## src/design/vpa_ram.sv

```systemverilog
`default_nettype none
module vpa_ram #(
   parameter int WIDTH = 8,
   parameter int DEPTH = 16
) (
   input  wire logic                     clock,
   input  wire logic                     wr_en,
   input  wire logic [$clog2(DEPTH)-1:0] wr_addr,
   input  wire logic [WIDTH-1:0]         wr_data,
   input  wire logic [$clog2(DEPTH)-1:0] rd_addr,
   output logic      [WIDTH-1:0]         rd_data
);
   logic [WIDTH-1:0] mem [DEPTH];

   always_ff @(posedge clock) begin
      if (wr_en) mem[wr_addr] <= wr_data;
      rd_data <= mem[rd_addr];
   end
endmodule
`default_nettype wire

```

## config.mk

```make
export PLATFORM = sky130hd
export DESIGN_NAME = vpa_ram
export DESIGN_NICKNAME = d
export VERILOG_FILES = /design/src/design/vpa_ram.sv
export SDC_FILE = /design/constraint.sdc
export NUM_CORES = 1
export LEC_CHECK = 0
export ABC_CLOCK_PERIOD_IN_PS = 4300
export CORE_MARGIN = 3
export CORE_UTILIZATION = 67
export DETAILED_ROUTE_END_ITERATION = 8
export DONT_BUFFER_PORTS = 1
export GPL_ROUTABILITY_DRIVEN = 1
export PLACE_DENSITY = 0.83
export SYNTH_ARGS = -nofsm -noshare
export SYNTH_HDL_FRONTEND = slang
export SYNTH_SLANG_ARGS = --single-unit
```

## constraint.sdc

```tcl
create_clock -name clock -period 4.3 [get_ports clock]
set_clock_uncertainty 0.15 [all_clocks]
set_input_delay 0.86 -clock clock [delete_from_list [all_inputs] [get_ports clock]]
set_output_delay 0.86 -clock clock [all_outputs]
set_load 0.005 [all_outputs]
```

## Word-level counts from Yosys, hierarchy flattened

Memory sizes are Yosys's and may differ from the RTL's. A register that Yosys moved wholly into a read port is not among the register bits.
Cells that the tools add are included.

| storage, ports and cells | value |
|---|---|
| flip-flop bits (word level) | 0 |
| latch bits | 0 |
| RAM bits | 128 |
| bits in read-only memories | 0 |
| input port bits | 18 |
| output and inout port bits | 8 |
| word-level logic and storage cells | 3 |
| memories kept | 1 |

| cells by class | value |
|---|---|
| add/subtract/negate cells | 0 |
| multipliers | 0 |
| divide/modulo/power cells | 0 |
| $lt $le $gt $ge | 0 |
| equality and inequality tests | 0 |
| shifts and indexed selects | 0 |
| mux-type cells | 2 |
| bitwise operators | 0 |
| reductions and logical operators | 0 |

Memory list:

| name | depth | width | rd ports | clocked after memory_dff | wr ports | line | RTL |
|---|---|---|---|---|---|---|---|
| mem | 16 | 8 | 1 | 1 | 1 | 13 | `logic [WIDTH-1:0] mem [DEPTH];` |

Operator list:

| operator | count |
|---|---|
| 1-bit two-way mux | 2 |

## Longest topological paths before layout

| logic depth | value |
|---|---|
| depth in word-level cells | 2 |
| depth in mapped cells | 5 |

## Worst setup path before layout

Ideal clock, no wire load.

| timing | value |
|---|---|
| path type | in2reg |
| from | in wr_addr[2] |
| to | mem mem[0][0], enable pin |
| setup time | 0.383 ns |
| arrival | 1.970 ns |
| data required time | 3.767 ns |
| setup slack | 1.797 ns |
| cell stages on the path | 2 |
| path through | or3b_2 > nor3_1 |

RTL lines:

| item | line | RTL |
|---|---|---|
| start: declaration | 8 | `input wire logic [$clog2(DEPTH)-1:0] wr_addr,` |
| end: declaration | 13 |  |

No word-level cell before the write port.

## Final worst setup path

| timing | value |
|---|---|
| from | in wr_addr[3] |
| to | mem mem[4][7], enable pin |

No word-level cell before the write port.

==> results_dict.tcl <==
set metrics [dict create \
    viasPerCell 6.80 \
    post_cts_buffers 0 \
    routedWlPerCell_um 29.3 \
    maxSlewViolCount 0 \
    p_leak_nw 1.91 \
    nets 258 \
    root_buffer "clkbuf_8" \
    cap_violations 0 \
    syn_inst 229 \
    synthArstFlopShare 0 \
    clockPowerShare 0.490 \
    n_antenna_cell 0 \
    clock_sinks 136 \
    vias 2393 \
    clock.fmax_ghz 0.488 \
    whs_ns 0.285 \
    min_path_type "in2reg" \
    cp_top_family "simple AND/OR/NAND/NOR gates" \
    path_class "in2reg" \
    p_comb_frac 0.026 \
    netlist_area_um2 5150 \
    gr-total-overflow 0 \
    fillerInstances 346 \
    rsz0062_at_grt "no" \
    power_density_nw_per_um2 530 \
    clk_pin_slew_worst_paths_ns 0.06 \
    area_delta_synth_final_pct 13.2 \
    syn-num-nets 247 \
    drt-initial-drc-count 293 \
    worst_slew_pin_slew_ns 1.21 \
    hpwl_um 5540 \
    fin_crit_sh 0.476 \
    cts-buffers-inserted 17 \
    drive_above_1_share 0.198 \
    core_area_um2 7370 \
    routed_wl_um 10300 \
    end_kind "flip-flop" \
    synth_seq_area_share 0.778 \
    synth-main-ff-cell "edfxtp_1" \
    p_int_mw 2.52 \
    critPathBufInv 0 \
    io_buffers 0 \
    die_h_um 93.7 \
    rows 31 \
    crit_slowest_cell "nor3_1" \
    grtUsageTotal 0.268 \
    route.detailed.drc 0 \
    cts_resized 0 \
    p_seq_frac 0.484 \
    drt_first_pass_iters 5 \
    dieArea_um2 8770 \
    slowest_delay_ns 0.95 \
    cts.htree.levels 4 \
    synth_edf_count 128 \
    ant_nets 0 \
    critical_path.cell_chain "nand3b_1 > nor3_1" \
    grt_pass1_wl_um 15500 \
    switching_share 0.183 \
    fp.dieW_um 93.7 \
    grt_pass1_vias 2536 \
    yosys_warnings 0 \
    antenna_found_initial 0 \
    hold_violations 0 \
    cp.required_ns 4.27 \
    ys_seq_elements 136 \
    power_switching_uw 566 \
    worst_setup_path_start_kind "input pin" \
    mostFrequentLayoutCells "128 x edfxtp_1, 18 x mux4_2, 16 x a22oi_1, 16 x clkbuf_16, 14 x mux4_1" \
    setup_viol 0 \
    outcome "finished clean" \
    clockBufferDepth 2 \
    initial_core_util 0.698 \
    fin_setup_tns_ns 0 \
    slew-limit-headroom 0.185 \
    gp_congestion 0.729 \
    fin_crit_ns 2.05 \
    vdd_drop_max_mv 0.379 \
    hold_buffers 0 \
    synth.distinct_cells 19 \
    cts_tree "yes" \
    final_common_cell "edfxtp_1" \
    worstPathMaxFanout 8 \
    clk_latency_ns 0.52 \
    io_pins 26 \
    grt_start_max_net_pins 33 \
    arrival_ns 2.02 \
    avgSynthCellArea_um2 22.5 \
]
[synth_stat cells (2+ instances only)]
cell	count	area share
clkdlybuf4s25_2	3	0.0058
nand2b_1	2	0.0024
buf_2	3	0.0029
nand2_1	9	0.0066
mux4_2	18	0.079
edfxtp_1	128	0.75
mux4_1	14	0.071
nor2_1	13	0.0095
nand3b_1	2	0.0029
a22oi_1	16	0.023
dfxtp_1	8	0.031
buf_6	3	0.0066
nor3_1	4	0.0039
[kinds of logic after synthesis]
| logic type | synth area share |
|---|---|
| buffers and inverters | 0.0168 |
| DFF | 0.778 |
| AOI/OAI and AO/OA | 0.0233 |
| muxes | 0.150 |
| and+or+nand+nor | 0.0318 |
[final timing paths]
kind                                            from                  end  slack [ns]  depth (start not counted)
worst min-delay path                      wr_data[5]  mem[7][5]$_DFFE_PP_        0.28                          0
worst min register to register  mem[14][7]$_DFFE_PP_   rd_data[7]$_DFF_P_        0.52                          3
worst max register to register   mem[5][2]$_DFFE_PP_   rd_data[2]$_DFF_P_        2.70                          3
worst max-delay path                      wr_addr[3]  mem[4][7]$_DFFE_PP_        2.25                          2
[through the flow]
| stage | setup slack [ns] | std cells | cell area (µm²) | total power, mW | util |
|---|---|---|---|---|---|
| floorplan | 1.80 | 229 | 5150 | 1.59 | - |
| global placement | 1.84 | 320 | 5200 | 1.59 | 0.706 |
| detailed placement | 1.71 | 320 | 5200 | 1.60 | 0.706 |
| CTS | 2.28 | 352 | 5820 | 3.10 | 0.790 |
| global route | 2.16 | 352 | 5820 | 3.17 | 0.790 |
| finish | 2.25 | 352 | 5820 | 3.09 | 0.790 |
[per-layer routing]
| layer | part of all wire | GRT usage | vias to the layer above |
|---|---|---|---|
| met5 | 0 | 0 | - |
| met4 | 0.029 | 0.129 | 0 |
| met3 | 0.088 | 0.0777 | 19 |
| met2 | 0.48 | 0.387 | 155 |
| met1 | 0.41 | 0.385 | 1220 |
| li1 | - | - | 999 |
[power by group through the flow]
stage / Clock [mW] / Combinational, mW / Sequential, mW
6_report: 1.51 / 0.0806 / 1.49
3_5_place_dp: 0 / 0.0786 / 1.52
2_1_floorplan: 0 / 0.0752 / 1.52
3_3_place_gp: 0 / 0.0767 / 1.52
4_1_cts: 1.53 / 0.0807 / 1.49
5_1_grt: 1.59 / 0.0853 / 1.50
[sequential cells by signal, indices dropped and copies added, names as in the netlist]
name     flops
rd_data      8
mem        128
[cell type report]
class                   count  area [µm²]  area share
repair buffers              2        15.0     0.00258
clock buffers              19         422      0.0724
multi-input cells          83        1060       0.182
well taps                  99         124      0.0213
clock inverters            13         203      0.0348
flip-flops and latches    136        4000       0.687
Note: power is estimated with default switching activity, not from simulation.
